===== config.mk =====
export PLATFORM = sky130hd
export DESIGN_NAME = dark_row_line_finder_flat
export DESIGN_NICKNAME = d
export VERILOG_FILES = /design/src/hw/rtl/drlf_pkg.sv /design/src/hw/rtl/drlf_pix_if.sv /design/src/hw/rtl/drlf_line_if.sv /design/src/hw/rtl/drlf_front.sv /design/src/hw/rtl/drlf_evq.sv /design/src/hw/rtl/drlf_back.sv /design/src/hw/rtl/dark_row_line_finder.sv /design/src/flat_wrapper.sv
export SDC_FILE = /design/constraint.sdc
export NUM_CORES = 1
export LEC_CHECK = 0
export BUFFER_PORTS_ARGS = -buffer_cell sky130_fd_sc_hd__buf_2
export CORE_UTILIZATION = 30
export CTS_BUF_LIST = sky130_fd_sc_hd__clkbuf_8
export CTS_CLUSTER_DIAMETER = 150
export DETAILED_ROUTE_END_ITERATION = 7
export PLACE_DENSITY = 0.42
export SYNTH_ARGS = -nofsm -noshare
export SYNTH_HDL_FRONTEND = slang
export SYNTH_SLANG_ARGS = --single-unit
export TNS_END_PERCENT = 1

===== constraint.sdc =====
create_clock -name clk -period 7.05 [get_ports clk]
set_input_delay 0.3525 -clock clk [delete_from_list [all_inputs] [get_ports clk]]
set_output_delay 0.3525 -clock clk [all_outputs]
set_load 0.03 [all_outputs]

===== src/hw/rtl/drlf_pkg.sv =====
// drlf_pkg: shared widths, config register codes, event and config types
// used by every file of the dark row line finder; no dependencies
package drlf_pkg;

  localparam int MAX_PENDING = 8;
  localparam int MAX_DIM     = 4096;
  localparam int DIM_W       = $clog2(MAX_DIM) + 1;
  localparam int ROW_W       = $clog2(MAX_DIM);
  localparam int PIX_W       = 8;
  localparam int SUM_W       = 20;
  localparam int GAP_W       = 8;
  localparam int EVQ_DEPTH   = 4;

  localparam int CFG_IDX_W  = 3;
  localparam int CFG_DATA_W = SUM_W;

  localparam logic [CFG_IDX_W-1:0] CFG_IMAGE_WIDTH       = 3'd0;
  localparam logic [CFG_IDX_W-1:0] CFG_IMAGE_HEIGHT      = 3'd1;
  localparam logic [CFG_IDX_W-1:0] CFG_DARK_THRESHOLD    = 3'd2;
  localparam logic [CFG_IDX_W-1:0] CFG_BRIGHT_THRESHOLD  = 3'd3;
  localparam logic [CFG_IDX_W-1:0] CFG_TOP_BAND_LIMIT    = 3'd4;
  localparam logic [CFG_IDX_W-1:0] CFG_BOTTOM_BAND_LIMIT = 3'd5;
  localparam logic [CFG_IDX_W-1:0] CFG_MIN_LINE_GAP      = 3'd6;

  localparam logic [DIM_W-1:0] RST_IMAGE_WIDTH       = 13'd640;
  localparam logic [DIM_W-1:0] RST_IMAGE_HEIGHT      = 13'd480;
  localparam logic [SUM_W-1:0] RST_DARK_THRESHOLD    = 20'd32640;
  localparam logic [SUM_W-1:0] RST_BRIGHT_THRESHOLD  = 20'd130560;
  localparam logic [DIM_W-1:0] RST_TOP_BAND_LIMIT    = 13'd96;
  localparam logic [DIM_W-1:0] RST_BOTTOM_BAND_LIMIT = 13'd408;
  localparam logic [GAP_W-1:0] RST_MIN_LINE_GAP      = 8'd8;

  typedef struct packed {
    logic [DIM_W-1:0] image_width;
    logic [DIM_W-1:0] image_height;
    logic [SUM_W-1:0] dark_threshold;
    logic [SUM_W-1:0] bright_threshold;
    logic [DIM_W-1:0] top_band_limit;
    logic [DIM_W-1:0] bottom_band_limit;
    logic [GAP_W-1:0] min_line_gap;
  } cfg_t;

  // one row verdict handed from front to back
  typedef struct packed {
    logic             add;
    logic             flush;
    logic [ROW_W-1:0] row;
    logic [DIM_W-1:0] base;
    logic             overflow;
  } event_t;

  typedef enum logic {
    BK_IDLE,
    BK_EMIT
  } back_state_t;

  function automatic logic [DIM_W-1:0] clamp_dim(input logic [DIM_W-1:0] v);
    logic [DIM_W-1:0] res;
    res = v;
    if (v == '0) res = DIM_W'(1);
    else if (v > DIM_W'(MAX_DIM)) res = DIM_W'(MAX_DIM);
    return res;
  endfunction

endpackage


===== src/hw/rtl/drlf_pix_if.sv =====
// drlf_pix_if: valid/ready channel carrying one 8-bit pixel per beat
// depends on drlf_pkg
interface drlf_pix_if;
  logic                       valid;
  logic                       ready;
  logic [drlf_pkg::PIX_W-1:0] pixel;
  modport source (output valid, output pixel, input ready);
  modport sink (input valid, input pixel, output ready);
endinterface


===== src/hw/rtl/drlf_line_if.sv =====
// drlf_line_if: valid/ready channel carrying one detected line per beat
// depends on drlf_pkg
interface drlf_line_if;
  logic                       valid;
  logic                       ready;
  logic [drlf_pkg::ROW_W-1:0] line_start;
  logic [drlf_pkg::DIM_W-1:0] line_thickness;
  logic                       last_of_run;
  logic                       overflow;
  modport source (output valid, output line_start, output line_thickness,
                  output last_of_run, output overflow, input ready);
  modport sink (input valid, input line_start, input line_thickness,
                input last_of_run, input overflow, output ready);
endinterface


===== src/hw/rtl/drlf_front.sv =====
// drlf_front: row summing, dark/bright classification, spacing and queue bookkeeping
// emits one event per row that adds a start or flushes; depends on drlf_pkg
module drlf_front #(
  parameter int MaxPending = drlf_pkg::MAX_PENDING
) (
  input  logic                       clk,
  input  logic                       rst_n,
  input  drlf_pkg::cfg_t             cfg,
  input  logic                       pix_accept,
  input  logic [drlf_pkg::PIX_W-1:0] pixel,
  output drlf_pkg::event_t           ev,
  output logic                       ev_push
);

  localparam int CNT_W = $clog2(MaxPending + 1);
  localparam int ROW_W = drlf_pkg::ROW_W;
  localparam int DIM_W = drlf_pkg::DIM_W;
  localparam int SUM_W = drlf_pkg::SUM_W;

  logic [ROW_W-1:0] col_r, col_nxt;
  logic [ROW_W-1:0] row_r, row_nxt;
  logic [SUM_W-1:0] sum_r, sum_nxt;
  logic [ROW_W-1:0] last_r, last_nxt;
  logic             have_r, have_nxt;
  logic [CNT_W-1:0] pcnt_r, pcnt_nxt;
  logic             ovf_r, ovf_nxt;

  logic [DIM_W-1:0] w, h, col_inc, row_inc, row_ext, gap_lim;
  logic [SUM_W-1:0] sum_acc;
  logic             row_end, bright, dark, in_band, spaced, img_end;
  logic             can_add, want_add, do_add, flush;
  logic [CNT_W-1:0] pcnt_added;

  always_comb begin
    w        = drlf_pkg::clamp_dim(cfg.image_width);
    h        = drlf_pkg::clamp_dim(cfg.image_height);
    sum_acc  = sum_r + SUM_W'(pixel);
    col_inc  = DIM_W'(col_r) + DIM_W'(1);
    row_end  = col_inc >= w;
    row_ext  = DIM_W'(row_r);
    row_inc  = row_ext + DIM_W'(1);
    img_end  = row_inc >= h;
    bright   = sum_acc > cfg.bright_threshold;
    dark     = sum_acc < cfg.dark_threshold;
    in_band  = (row_ext < cfg.top_band_limit) || (row_ext > cfg.bottom_band_limit);
    gap_lim  = DIM_W'(last_r) + DIM_W'(cfg.min_line_gap);
    spaced   = have_r ? (row_ext > gap_lim) : (row_r >= ROW_W'(2));
    can_add  = pcnt_r < CNT_W'(MaxPending);
    want_add = !bright && dark && in_band && spaced;
    do_add   = want_add && can_add;
    pcnt_added = do_add ? pcnt_r + CNT_W'(1) : pcnt_r;
    flush    = bright ? (pcnt_r != '0) : (img_end && (pcnt_added != '0));
  end

  always_comb begin
    col_nxt  = col_r;
    sum_nxt  = sum_r;
    row_nxt  = row_r;
    last_nxt = last_r;
    have_nxt = have_r;
    pcnt_nxt = pcnt_r;
    ovf_nxt  = ovf_r;
    if (pix_accept) begin
      if (!row_end) begin
        col_nxt = col_inc[ROW_W-1:0];
        sum_nxt = sum_acc;
      end else begin
        col_nxt = '0;
        sum_nxt = '0;
        ovf_nxt = ovf_r | (want_add & ~can_add);
        if (img_end) begin
          row_nxt  = '0;
          last_nxt = '0;
          have_nxt = 1'b0;
          pcnt_nxt = '0;
        end else begin
          row_nxt  = row_inc[ROW_W-1:0];
          pcnt_nxt = bright ? '0 : pcnt_added;
          if (do_add) begin
            last_nxt = row_r;
            have_nxt = 1'b1;
          end
        end
      end
    end
  end

  always_ff @(posedge clk) begin
    if (!rst_n) begin
      col_r  <= '0;
      sum_r  <= '0;
      row_r  <= '0;
      last_r <= '0;
      have_r <= 1'b0;
      pcnt_r <= '0;
      ovf_r  <= 1'b0;
    end else begin
      col_r  <= col_nxt;
      sum_r  <= sum_nxt;
      row_r  <= row_nxt;
      last_r <= last_nxt;
      have_r <= have_nxt;
      pcnt_r <= pcnt_nxt;
      ovf_r  <= ovf_nxt;
    end
  end

  always_comb begin
    ev_push     = pix_accept && row_end && (do_add || flush);
    ev.add      = do_add;
    ev.flush    = flush;
    ev.row      = row_r;
    ev.base     = bright ? row_ext : h;
    ev.overflow = ovf_nxt;
  end

endmodule


===== src/hw/rtl/drlf_evq.sv =====
// drlf_evq: short event queue between classifier front and emitter back
// depends on drlf_pkg
module drlf_evq #(
  parameter int Depth = drlf_pkg::EVQ_DEPTH
) (
  input  logic             clk,
  input  logic             rst_n,
  input  logic             push,
  input  drlf_pkg::event_t push_ev,
  input  logic             pop,
  output drlf_pkg::event_t head,
  output logic             empty,
  output logic             full
);

  localparam int PTR_W = (Depth > 1) ? $clog2(Depth) : 1;
  localparam int CNT_W = $clog2(Depth + 1);

  drlf_pkg::event_t mem [Depth];
  logic [PTR_W-1:0] wr_r, rd_r;
  logic [CNT_W-1:0] cnt_r;
  logic             do_push, do_pop;

  assign empty   = cnt_r == '0;
  assign full    = cnt_r == CNT_W'(Depth);
  assign do_push = push && !full;
  assign do_pop  = pop && !empty;
  assign head    = mem[rd_r];

  always_ff @(posedge clk) begin
    if (do_push) begin
      mem[wr_r] <= push_ev;
    end
  end

  always_ff @(posedge clk) begin
    if (!rst_n) begin
      wr_r  <= '0;
      rd_r  <= '0;
      cnt_r <= '0;
    end else begin
      if (do_push) begin
        wr_r <= (wr_r == PTR_W'(Depth - 1)) ? '0 : wr_r + PTR_W'(1);
      end
      if (do_pop) begin
        rd_r <= (rd_r == PTR_W'(Depth - 1)) ? '0 : rd_r + PTR_W'(1);
      end
      if (do_push && !do_pop) cnt_r <= cnt_r + CNT_W'(1);
      else if (do_pop && !do_push) cnt_r <= cnt_r - CNT_W'(1);
    end
  end

endmodule


===== src/hw/rtl/drlf_back.sv =====
// drlf_back: holds pending line starts and sweeps them out one beat per cycle
// while out_line is ready; pops drlf_evq; depends on drlf_pkg, drlf_line_if
module drlf_back #(
  parameter int MaxPending = drlf_pkg::MAX_PENDING
) (
  input  logic             clk,
  input  logic             rst_n,
  input  drlf_pkg::event_t head,
  input  logic             q_empty,
  output logic             pop,
  drlf_line_if.source      out_line
);

  localparam int CNT_W = $clog2(MaxPending + 1);
  localparam int IDX_W = (MaxPending > 1) ? $clog2(MaxPending) : 1;
  localparam int ROW_W = drlf_pkg::ROW_W;
  localparam int DIM_W = drlf_pkg::DIM_W;

  drlf_pkg::back_state_t state_r, state_nxt;

  logic [ROW_W-1:0] starts [MaxPending];
  logic [CNT_W-1:0] bcnt_r, n_r;
  logic [IDX_W-1:0] idx_r;
  logic [DIM_W-1:0] base_r;
  logic             ovf_r;

  logic             out_valid_r;
  logic [ROW_W-1:0] out_start_r;
  logic [DIM_W-1:0] out_thick_r;
  logic             out_last_r;
  logic             out_ovf_r;

  logic             slot_free, last_beat, load;
  logic [ROW_W-1:0] cur_start;
  logic [DIM_W-1:0] cur_ext, cur_thick;

  always_comb begin
    slot_free = !out_valid_r || out_line.ready;
    last_beat = (CNT_W'(idx_r) + CNT_W'(1)) == n_r;
    cur_start = starts[idx_r];
    cur_ext   = DIM_W'(cur_start);
    cur_thick = (base_r > cur_ext) ? base_r - cur_ext : DIM_W'(1);
  end

  always_comb begin
    state_nxt = state_r;
    unique case (state_r)
      drlf_pkg::BK_IDLE: begin
        if (!q_empty && head.flush) state_nxt = drlf_pkg::BK_EMIT;
      end
      drlf_pkg::BK_EMIT: begin
        if (slot_free && last_beat) state_nxt = drlf_pkg::BK_IDLE;
      end
      default: state_nxt = drlf_pkg::BK_IDLE;
    endcase
  end

  always_comb begin
    pop  = 1'b0;
    load = 1'b0;
    unique case (state_r)
      drlf_pkg::BK_IDLE: pop  = !q_empty;
      drlf_pkg::BK_EMIT: load = slot_free;
      default: ;
    endcase
  end

  always_ff @(posedge clk) begin
    if (pop && head.add) begin
      starts[bcnt_r[IDX_W-1:0]] <= head.row;
    end
    if (pop) begin
      base_r <= head.base;
      ovf_r  <= head.overflow;
    end
    if (load) begin
      out_start_r <= cur_start;
      out_thick_r <= cur_thick;
      out_last_r  <= last_beat;
      out_ovf_r   <= ovf_r;
    end
  end

  always_ff @(posedge clk) begin
    if (!rst_n) begin
      state_r     <= drlf_pkg::BK_IDLE;
      bcnt_r      <= '0;
      n_r         <= '0;
      idx_r       <= '0;
      out_valid_r <= 1'b0;
    end else begin
      state_r <= state_nxt;
      if (pop) begin
        bcnt_r <= bcnt_r + CNT_W'(head.add);
        n_r    <= bcnt_r + CNT_W'(head.add);
        idx_r  <= '0;
      end
      if (load) begin
        idx_r <= idx_r + IDX_W'(1);
        if (last_beat) bcnt_r <= '0;
      end
      if (load) out_valid_r <= 1'b1;
      else if (out_line.ready) out_valid_r <= 1'b0;
    end
  end

  assign out_line.valid          = out_valid_r;
  assign out_line.line_start     = out_start_r;
  assign out_line.line_thickness = out_thick_r;
  assign out_line.last_of_run    = out_last_r;
  assign out_line.overflow       = out_ovf_r;

endmodule


===== src/hw/rtl/dark_row_line_finder.sv =====
// dark_row_line_finder: top level, config registers and the front/queue/back chain
// depends on drlf_pkg, drlf_pix_if, drlf_line_if, drlf_front, drlf_evq, drlf_back
//
// usage
//   in_pix carries one 8-bit pixel per beat in raster order. a row ends after
//   image_width beats; its sum is classified and at most one event goes into a
//   four-entry queue. out_line carries one line per beat: start row, thickness,
//   overflow flag and last_of_run on the final beat caused by the same pixel.
//   cfg_we/cfg_index/cfg_data write one register per cycle; the user writes only while idle, unenforced.
// timing
//   pixels are taken one per cycle while the event queue has room; in_pix.ready
//   drops only when the queue is full. the row-ending event passes the queue, the
//   emitter takes it from the queue in its idle state and registers the first line
//   in its emit state, then one line per cycle while out_line is ready; a burst
//   occupies the emitter until its last line is loaded.
// reset and stall
//   rst_n (synchronous) restores register defaults and clears counters, queue
//   and the overflow flag; stored starts are not cleared, none is read unwritten.
//   a stalled out_line holds its beat; the queue absorbs further rows until full.
module dark_row_line_finder #(
  parameter int MaxPending = drlf_pkg::MAX_PENDING
) (
  input  logic                            clk,
  input  logic                            rst_n,
  drlf_pix_if.sink                        in_pix,
  drlf_line_if.source                     out_line,
  input  logic                            cfg_we,
  input  logic [drlf_pkg::CFG_IDX_W-1:0]  cfg_index,
  input  logic [drlf_pkg::CFG_DATA_W-1:0] cfg_data
);

  localparam int DIM_W = drlf_pkg::DIM_W;
  localparam int SUM_W = drlf_pkg::SUM_W;
  localparam int GAP_W = drlf_pkg::GAP_W;

  drlf_pkg::cfg_t   cfg_r;
  drlf_pkg::event_t push_ev, head;
  logic             push, pop, q_empty, q_full, pix_accept;

  always_ff @(posedge clk) begin
    if (!rst_n) begin
      cfg_r.image_width       <= drlf_pkg::RST_IMAGE_WIDTH;
      cfg_r.image_height      <= drlf_pkg::RST_IMAGE_HEIGHT;
      cfg_r.dark_threshold    <= drlf_pkg::RST_DARK_THRESHOLD;
      cfg_r.bright_threshold  <= drlf_pkg::RST_BRIGHT_THRESHOLD;
      cfg_r.top_band_limit    <= drlf_pkg::RST_TOP_BAND_LIMIT;
      cfg_r.bottom_band_limit <= drlf_pkg::RST_BOTTOM_BAND_LIMIT;
      cfg_r.min_line_gap      <= drlf_pkg::RST_MIN_LINE_GAP;
    end else if (cfg_we) begin
      unique case (cfg_index)
        drlf_pkg::CFG_IMAGE_WIDTH:       cfg_r.image_width       <= cfg_data[DIM_W-1:0];
        drlf_pkg::CFG_IMAGE_HEIGHT:      cfg_r.image_height      <= cfg_data[DIM_W-1:0];
        drlf_pkg::CFG_DARK_THRESHOLD:    cfg_r.dark_threshold    <= cfg_data[SUM_W-1:0];
        drlf_pkg::CFG_BRIGHT_THRESHOLD:  cfg_r.bright_threshold  <= cfg_data[SUM_W-1:0];
        drlf_pkg::CFG_TOP_BAND_LIMIT:    cfg_r.top_band_limit    <= cfg_data[DIM_W-1:0];
        drlf_pkg::CFG_BOTTOM_BAND_LIMIT: cfg_r.bottom_band_limit <= cfg_data[DIM_W-1:0];
        drlf_pkg::CFG_MIN_LINE_GAP:      cfg_r.min_line_gap      <= cfg_data[GAP_W-1:0];
        default: ;
      endcase
    end
  end

  assign in_pix.ready = !q_full;
  assign pix_accept   = in_pix.valid && !q_full;

  drlf_front #(
    .MaxPending (MaxPending)
  ) u_front (
    .clk        (clk),
    .rst_n      (rst_n),
    .cfg        (cfg_r),
    .pix_accept (pix_accept),
    .pixel      (in_pix.pixel),
    .ev         (push_ev),
    .ev_push    (push)
  );

  drlf_evq #(
    .Depth (drlf_pkg::EVQ_DEPTH)
  ) u_evq (
    .clk     (clk),
    .rst_n   (rst_n),
    .push    (push),
    .push_ev (push_ev),
    .pop     (pop),
    .head    (head),
    .empty   (q_empty),
    .full    (q_full)
  );

  drlf_back #(
    .MaxPending (MaxPending)
  ) u_back (
    .clk      (clk),
    .rst_n    (rst_n),
    .head     (head),
    .q_empty  (q_empty),
    .pop      (pop),
    .out_line (out_line)
  );

endmodule


===== src/flat_wrapper.sv =====
// flat-port wrapper written by rule: the top's interface ports become plain ports
module dark_row_line_finder_flat 
#(
  parameter int MaxPending = drlf_pkg::MAX_PENDING
)
  (clk, rst_n, cfg_we, cfg_index, cfg_data, in_pix_valid, in_pix_pixel, in_pix_ready, out_line_valid, out_line_line_start, out_line_line_thickness, out_line_last_of_run, out_line_overflow, out_line_ready);
  drlf_pix_if in_pix_i ();
  drlf_line_if out_line_i ();
  input  logic clk;
  input  logic rst_n;
  input  logic cfg_we;
  input  logic [drlf_pkg::CFG_IDX_W-1:0] cfg_index;
  input  logic [drlf_pkg::CFG_DATA_W-1:0] cfg_data;
  input wire logic [$bits(in_pix_i.valid)-1:0] in_pix_valid;
  input wire logic [$bits(in_pix_i.pixel)-1:0] in_pix_pixel;
  output wire logic [$bits(in_pix_i.ready)-1:0] in_pix_ready;
  output wire logic [$bits(out_line_i.valid)-1:0] out_line_valid;
  output wire logic [$bits(out_line_i.line_start)-1:0] out_line_line_start;
  output wire logic [$bits(out_line_i.line_thickness)-1:0] out_line_line_thickness;
  output wire logic [$bits(out_line_i.last_of_run)-1:0] out_line_last_of_run;
  output wire logic [$bits(out_line_i.overflow)-1:0] out_line_overflow;
  input wire logic [$bits(out_line_i.ready)-1:0] out_line_ready;
  assign in_pix_i.valid = in_pix_valid;
  assign in_pix_i.pixel = in_pix_pixel;
  assign in_pix_ready = in_pix_i.ready;
  assign out_line_valid = out_line_i.valid;
  assign out_line_line_start = out_line_i.line_start;
  assign out_line_line_thickness = out_line_i.line_thickness;
  assign out_line_last_of_run = out_line_i.last_of_run;
  assign out_line_overflow = out_line_i.overflow;
  assign out_line_i.ready = out_line_ready;
  dark_row_line_finder #(.MaxPending(MaxPending)) u_core (.clk(clk), .rst_n(rst_n), .in_pix(in_pix_i), .out_line(out_line_i), .cfg_we(cfg_we), .cfg_index(cfg_index), .cfg_data(cfg_data));
endmodule

After elaboration in Yosys (flattened, before gate mapping)
Memory sizes are Yosys's and may differ from the RTL's. A register that Yosys moved wholly into a read port is not among the register bits.
Index checks and enable logic that the tools add are counted.
{"block": "totals", "out_inout_bits": 29, "regBits": 223, "mem_count": 2, "input_bits": 36, "ram_bits": 208}
{"memory": "u_core.u_evq.mem", "depth": 4, "word_bits": 28, "read_ports": 1, "rd_clocked_by_memory_dff": 1, "write_ports": 1, "line": "drlf_evq.sv:19", "rtl": "drlf_pkg::event_t mem [Depth];"}
{"memory": "u_core.u_back.starts", "depth": 8, "word_bits": 12, "read_ports": 1, "rd_clocked_by_memory_dff": 1, "write_ports": 1, "line": "drlf_back.sv:21", "rtl": "logic [ROW_W-1:0] starts [MaxPending];"}
{"block": "classes", "eq_ne": 10, "bitwise": 4, "reduce_logical": 43, "order_cmp": 12, "n_mux": 43, "addsub": 13}
{"op": "$mux W13", "count": 5}
{"op": "$mux W12", "count": 4}
{"op": "$add A12 B1 Y13 const B", "count": 2}
{"op": "$ge A13 B13 Y1", "count": 2}
{"op": "$gt A12 B13 Y1", "count": 2}
{"op": "$gt A13 B13 Y1 const B", "count": 2}
{"op": "$logic_not A13 Y1", "count": 2}
{"op": "$mux W4", "count": 6}
{"op": "$add A20 B8 Y20", "count": 1}
{"op": "$gt A20 B20 Y1", "count": 1}
{"op": "$lt A20 B20 Y1", "count": 1}
{"op": "$mux W20", "count": 1}
{"op": "$mux W3", "count": 6}
{"op": "$mux W1", "count": 16}
{"op": "$reduce_and A2 Y1", "count": 8}
{"op": "$logic_and A1 B1 Y1", "count": 15}
{"op": "$add A12 B8 Y13", "count": 1}
{"op": "$gt A13 B12 Y1", "count": 1}
{"op": "$lt A12 B13 Y1", "count": 1}
{"op": "$sub A13 B12 Y13", "count": 1}
{"op": "$eq A3 B3 Y1 const B", "count": 4}
{"op": "$ge A12 B2 Y1 const B", "count": 1}
{"op": "$mux W2", "count": 4}
{"op": "$reduce_bool A2 Y1", "count": 4}
{"op": "other kinds (20)", "count": 34}

Depth between registers and ports, before layout
{"block": "depth", "ltp_word": 18, "depth_mapped": 25}

By module
From an unflattened synthesis, not the netlist that was laid out.
{"block": "unflattened", "hier_cells": 1823, "hier_area_um2": 21420.5}
{"module": "drlf_front", "area_each_um2": 6672.6, "n_inst": 1, "seq_area_each_um2": 1241.2, "cells_per_inst": 873}
{"module": "drlf_back", "area_each_um2": 6347.3, "n_inst": 1, "seq_area_each_um2": 4434.3, "cells_per_inst": 383}
{"module": "drlf_evq", "area_each_um2": 4570.6, "n_inst": 1, "seq_area_each_um2": 3543.4, "cells_per_inst": 197}
{"module": "dark_row_line_finder", "area_each_um2": 3829.9, "n_inst": 1, "seq_area_each_um2": 2001.9, "cells_per_inst": 370}

Worst setup path before layout
OpenSTA, ideal clock, no wires.
{"block": "synth_path", "path_kind": "input -> register", "start": "input port in_pix_pixel[0]", "end": "register u_core.u_evq.cnt_r[2]", "required_ps": 6980, "path_stages": 24, "path_slack_ps": 1464, "arrival_ps": 5516, "n_path_buf": 2, "path_cell_list": "ha_1 -> fa_1 -> a21o_1 -> a21oi_1 -> o21bai_1 -> a2111oi_0 -> nor2_1 -> nand3_1 -> xnor2_1 -> ha_1 -> a21oi_1 -> nand2_1 -> a21o_1 -> o41a_1 -> buf_2 -> nor4_4 -> o31a_1 -> buf_2 -> ha_1 -> inv_1 -> fa_1 -> xor2_1 -> or3_1 -> a21oi_1"}
{"block": "synth_via", "elab_chain_len": 17, "elab_cells_between_ends": 20}
{"element": "from (decl)", "line": "flat_wrapper.sv:15", "rtl": "input wire logic [$bits(in_pix_i.pixel)-1:0] in_pix_pixel;"}
{"element": "$add A20 B8 Y20 (*)", "line": "drlf_front.sv:37", "rtl": "sum_acc = sum_r + SUM_W'(pixel);"}
{"element": "$gt A20 B20 Y1", "line": "drlf_front.sv:43", "rtl": "bright = sum_acc > cfg.bright_threshold;"}
{"element": "$logic_not A1 Y1", "line": "drlf_front.sv:49", "rtl": "want_add = !bright && dark && in_band && spaced;"}
{"element": "$logic_and A1 B1 Y1 (3 in a row)", "line": "drlf_front.sv:49"}
{"element": "$logic_and A1 B1 Y1", "line": "drlf_front.sv:50", "rtl": "do_add = want_add && can_add;"}
{"element": "$mux W4", "line": "drlf_front.sv:51", "rtl": "pcnt_added = do_add ? pcnt_r + CNT_W'(1) : pcnt_r;"}
{"element": "$reduce_bool A4 Y1", "line": "drlf_front.sv:52", "rtl": "flush = bright ? (pcnt_r != '0) : (img_end && (pcnt_added != '0));"}
{"element": "$logic_and A1 B1 Y1", "line": "drlf_front.sv:52"}
{"element": "$mux W1", "line": "drlf_front.sv:52"}
{"element": "$logic_or A1 B1 Y1 (*)", "line": "drlf_front.sv:109", "rtl": "ev_push = pix_accept && row_end && (do_add || flush);"}
{"element": "$logic_and A1 B1 Y1 (*)", "line": "drlf_front.sv:109"}
{"element": "$logic_and A1 B1 Y1 (*)", "line": "drlf_evq.sv:26", "rtl": "assign do_push = push && !full;"}
{"element": "net u_core.u_evq.do_push", "line": "drlf_evq.sv:22", "rtl": "logic do_push, do_pop;"}
{"element": "$logic_not A1 Y1", "line": "drlf_evq.sv:49", "rtl": "else if (do_pop && !do_push) cnt_r <= cnt_r - CNT_W'(1);"}
{"element": "$logic_and A1 B1 Y1", "line": "drlf_evq.sv:49"}
{"element": "$reduce_bool A2 Y1 (no source line)"}
{"element": "to (signal assigned)", "line": "drlf_evq.sv:48", "rtl": "if (do_push && !do_pop) cnt_r <= cnt_r + CNT_W'(1);"}
{"element": "to (signal assigned)", "line": "drlf_evq.sv:49"}
{"element": "to (decl)", "line": "drlf_evq.sv:21", "rtl": "logic [CNT_W-1:0] cnt_r;"}
The timed path passes the listed nets; every way through them passes the cells marked *.
A chain may end at the register's enable or synchronous reset.

Final worst setup path
{"block": "layout_path", "start": "register u_core.u_front.sum_r[0]", "end": "register u_core.u_evq.cnt_r[2]"}
{"block": "layout_via", "elab_chain_len": 17, "elab_cells_between_ends": 20}
{"element": "from (decl)", "line": "drlf_front.sv:22", "rtl": "logic [SUM_W-1:0] sum_r, sum_nxt;"}
{"element": "from (signal assigned)", "line": "drlf_front.sv:99", "rtl": "sum_r <= sum_nxt;"}
{"element": "$add A20 B8 Y20 (*)", "line": "drlf_front.sv:37"}
{"element": "$gt A20 B20 Y1", "line": "drlf_front.sv:43"}
{"element": "$logic_not A1 Y1", "line": "drlf_front.sv:49"}
{"element": "$logic_and A1 B1 Y1 (3 in a row)", "line": "drlf_front.sv:49"}
{"element": "$logic_and A1 B1 Y1", "line": "drlf_front.sv:50"}
{"element": "$mux W4", "line": "drlf_front.sv:51"}
{"element": "$reduce_bool A4 Y1", "line": "drlf_front.sv:52"}
{"element": "$logic_and A1 B1 Y1", "line": "drlf_front.sv:52"}
{"element": "$mux W1", "line": "drlf_front.sv:52"}
{"element": "$logic_or A1 B1 Y1 (*)", "line": "drlf_front.sv:109"}
{"element": "$logic_and A1 B1 Y1 (*)", "line": "drlf_front.sv:109"}
{"element": "$logic_and A1 B1 Y1 (*)", "line": "drlf_evq.sv:26"}
{"element": "$logic_not A1 Y1", "line": "drlf_evq.sv:49"}
{"element": "$logic_and A1 B1 Y1", "line": "drlf_evq.sv:49"}
{"element": "$reduce_bool A2 Y1 (no source line)"}
Mark *: on every way between the ends. The rest lies on a longest branch, timed or not.

==> impl.org <==
** STA
- Post-Route Skew :: 0.03840 ns
- Across all hold checks on the routed design, the worst slack comes to 0.06910 ns.
- Final setup fails :: 0
- Setup repair after global routing left no endpoint under its margin.
- Measured against its own limit, the worst slew margin works out to 0.1958.
- Clock period minus final worst setup slack :: 6.328 ns
- Of the available clock period, the critical path in the final layout requires 0.8976.
- Fin Setup TNS :: 0 ns
- Highest clock rate :: 158.0 MHz
- Number of max-slew violations in the final report :: 0
- Fin. Hold Viols :: 0
- Worst Tran Pin Value :: 1.202 ns

** Power
- The worst-case IR drop observed on VDD is 0.0001299 V.
- Areal power density over the cells :: 277.9 mW/mm²
- Static Leakage :: 0.009077 µW

** Floorplan
- The initial utilization of the core area, before any placement, comes to 0.3034.
- Die area :: 0.07042 mm²
- The floorplan step set the die height to 265.4 µm.
- The core region is 0.06859 mm².
- After floorplanning, the core was divided into 96 placement rows.
- Top-level port count :: 65
- Die width :: 265.4 µm

** Job
- Count of max-cap constraint violations :: 0

** Global route
- Number of global-route vias before repair :: 14640
- Pin count of the biggest net entering global routing :: 75
- Overall routing resource usage :: 0.1591
- Antenna violations before repair :: 1
- Global route overflow :: 0
- Wire length of the first global-routing pass :: 85700 µm

** Logic synthesis
- By area the synthesized netlist is led by sky130_fd_sc_hd__edfxtp_1 (36%), sky130_fd_sc_hd__dfxtp_1 (18%), sky130_fd_sc_hd__ha_1 (8.5%).
- Counting every instance in the synthesized netlist gives 1876.
- The cell area that synthesis handed to floorplanning was 0.02081 mm².
- Sequential element share of the synthesized area :: 0.5393
- Fraction of synthesis flops using an asynchronous set or reset pin :: 0
- Number of synthesized flops with an enable pin :: 249
- Yosys warns :: 0
- The largest total area in the synthesized netlist belongs to sky130_fd_sc_hd__edfxtp_1.
- When the netlist entered floorplanning its net count stood at 2058.
- In the post-synthesis netlist, the cell with the most instances is sky130_fd_sc_hd__nand2_1.
- By count the netlist is led by sky130_fd_sc_hd__nand2_1 (279), sky130_fd_sc_hd__edfxtp_1 (249), sky130_fd_sc_hd__dfxtp_1 (187).
- The netlist uses 70 different library cells.
- The share of synthesized area in the top cell type comes to 0.3594.
- Synthesized area per cell :: 11.09 µm²
- Counting flops and latches in the post-synthesis netlist gives 436.
- Among all flip-flop cells after synthesis, the most frequent one is sky130_fd_sc_hd__edfxtp_1.

** Clock network
- H-tree depth reported by CTS :: 3
- TritonCTS built the clock tree.
- The number of gates resized after CTS was 0.
- The clock drives 436 sinks.
- Clock slew at the register clock pins of the worst setup and hold paths :: 0.06 ns
- Clock latency of the later-clocked register in the worst-skew pair :: 0.68 ns
- Number of buffers created by CTS :: 80
- The tree is rooted in a sky130_fd_sc_hd__clkbuf_8.
- In this run the post-CTS setup repair buffer count came out at 0.
- Counting along the longest clock path gives a buffer depth of 3.

** Worst hold path
- In this run the worst hold path is classified as primary input to flop.

** Setup path
- Grouping stages by cell kind, the critical path spends the most delay in compound AO/OA/AOI/OAI gates.
- The critical path contains buffers and inverters numbering 2 combined.
- Category of the critical setup timing path :: flop to flop
- Crit path max-delay cell type :: sky130_fd_sc_hd__a2111oi_0
- The most numerous cell type found on the critical path is sky130_fd_sc_hd__ha_1.
- STA puts the critical path data arrival time at 6.91 ns.
- Type of origin of the critical path :: flop
- In this run the worst path has a maximum fanout of 26.
- Category of the worst setup path capture point :: flop
- Data on the critical path is required at its endpoint by 7.64 ns.
- Critical Path, Cell by Cell :: ha_1 -> fa_1 -> a21o_1 -> a21oi_1 -> o21bai_1 -> a2111oi_0 -> nor2_1 -> nand3_1 -> xnor2_1 -> ha_1 -> nand4_1 -> or2_2 -> a211oi_1 -> o41a_1 -> buf_4 -> and2_1 -> o31a_1 -> ha_1 -> inv_1 -> fa_1 -> xor2_1 -> or3_1 -> a21oi_1
- Delay of the slowest cell on the worst path :: 0.66 ns

** Detailed routing
- Total length of routed met2 wires :: 25780 µm
- DRC errors left :: 0
- The highest metal layer carrying signal wires in the routed design is met4.
- In this run the remaining antenna-violating nets after routing total 0.
- Dividing the detail-routed via count by the number of cells gives 4.821.
- The final route contains 14390 vias.
- The final layout contains routed wiring with a total length of 55320 µm.
- After detailed routing, the average wire length per cell comes to 18.53 µm.
- Length of the first detailed-routing pass in iterations :: 5
- The first routing iteration left 783 violations.
- Met3 wire len :: 2216 µm
- For this block, wires on met1 add up to 25930 µm.

** Cells and area
- Number of nets at the end of the flow :: 2167
- The area growth from synthesis to layout is 14.70%.
- Ratio of cells with drive above 1 in the final layout :: 0.1326

** Status
- Run status :: finished clean

** Placement
- Placer Congestion :: 0.7921
- Total of buffers placed on input and output ports :: 64
- Half-perimeter wire length after detailed placement :: 36970 µm
-- tightest hold or removal path, cell delays in order --
cell,delay (ns)
sky130_fd_sc_hd__buf_2,0.19
sky130_fd_sc_hd__nand2_1,0.09
sky130_fd_sc_hd__a21oi_1,0.05
-- sequential cells by signal, indices dropped and copies added, names as in the netlist, 2 cells and up, named ones only --
signal,cells
u_core.u_back.idx_r,3
u_core.u_front.row_r,12
u_core.u_front.last_r,12
u_core.u_evq.mem,112
u_core.u_evq.rd_r,2
u_core.cfg_r,100
u_core.u_evq.wr_r,2
u_core.u_back.out_line.line_thickness,13
u_core.u_back.base_r,13
u_core.u_back.bcnt_r,4
u_core.u_back.starts,96
u_core.u_front.col_r,12
u_core.u_back.n_r,4
u_core.u_front.sum_r,20
u_core.u_evq.cnt_r,3
u_core.u_back.out_line.line_start,12
u_core.u_front.pcnt_r,4
-- cell usage in the layout (no fill, tap or decap), types with 62 or more instances in the layout --
master / instances
sky130_fd_sc_hd__clkbuf_8: 89
sky130_fd_sc_hd__dfxtp_1: 185
sky130_fd_sc_hd__inv_1: 138
sky130_fd_sc_hd__nor2_1: 86
sky130_fd_sc_hd__buf_2: 64
sky130_fd_sc_hd__a21oi_1: 168
sky130_fd_sc_hd__ha_1: 142
sky130_fd_sc_hd__edfxtp_1: 249
sky130_fd_sc_hd__nand2_1: 279
sky130_fd_sc_hd__nand3_1: 62
-- metrics by stage --
step | util | area, µm² | total power [µW] | cells | worst slack [ns]
floorplan | - | 20810 | 3998 | 1876 | 1.464
global placement | 0.3245 | 22260 | 4400 | 2826 | 0.5200
detailed placement | 0.3245 | 22260 | 4421 | 2826 | 0.4498
CTS | 0.3479 | 23860 | 6758 | 2982 | 0.6170
global route | 0.3480 | 23870 | 7029 | 2985 | 0.1942
finish | 0.3480 | 23870 | 6633 | 2985 | 0.7220
-- timing repair --
| action | 4_1_cts | 5_1_grt |
|---|---|---|
| hold buffers | 8 | 0 |
| endpoints found under the hold margin | 15 | 0 |
| endpoints found under the setup margin | 0 | 0 |
-- layer usage --
metal / track usage / up-vias
li1: - / 7070
met1: 0.2107 / 6958
met2: 0.2621 / 275
met3: 0.02824 / 89
met4: 0.05218 / 0
met5: 0 / -
-- layout make-up --
class	count	area (µm²)
inverter	106	400.4
sequential	436	11220
clock buffer	89	1225
multi-input combinational	1256	8901
fill	6915	44720
clock inverter	59	296.5
timing repair buffer	105	648.1
antenna	3	7.507
tap	931	1165
-- power by group --
| group | total [µW] | switching (µW) | internal, µW |
|---|---|---|---|
| combinational | 1330 | 832 | 503 |
| clock | 2290 | 1110 | 1180 |
| sequential | 3010 | 74.7 | 2940 |
| total | 6630 | 2020 | 4620 |
-- cells by family (layout without fill, tap and decap cells) --
kind of cell	Yosys count	after routing	synth area share
adder cells (fa/ha/maj)	146	146	0.08924
multiplexers	70	70	0.06500
XOR/XNOR	61	61	0.02568
AND/OR/NAND/NOR	602	602	0.1349
other	0	3	0
AO/OA/AOI/OAI	377	377	0.1119
buffers and inverters	184	359	0.03403
flip-flops	436	436	0.5393
-- path summary, 6_finish.rpt --
check / startpoint / end / slack, ns / cells past startpoint
max: u_core.u_front.sum_r[0] / u_core.u_evq.cnt_r[2] / 0.72 / 23
min: cfg_data[12] / u_core.cfg_r[20] / 0.07 / 3
max reg2reg: u_core.u_front.sum_r[0] / u_core.u_evq.cnt_r[2] / 0.72 / 23
min reg2reg: u_core.u_back.ovf_r / u_core.u_back.out_line.overflow / 0.43 / 0
Note: power is estimated with default switching activity, not from simulation.
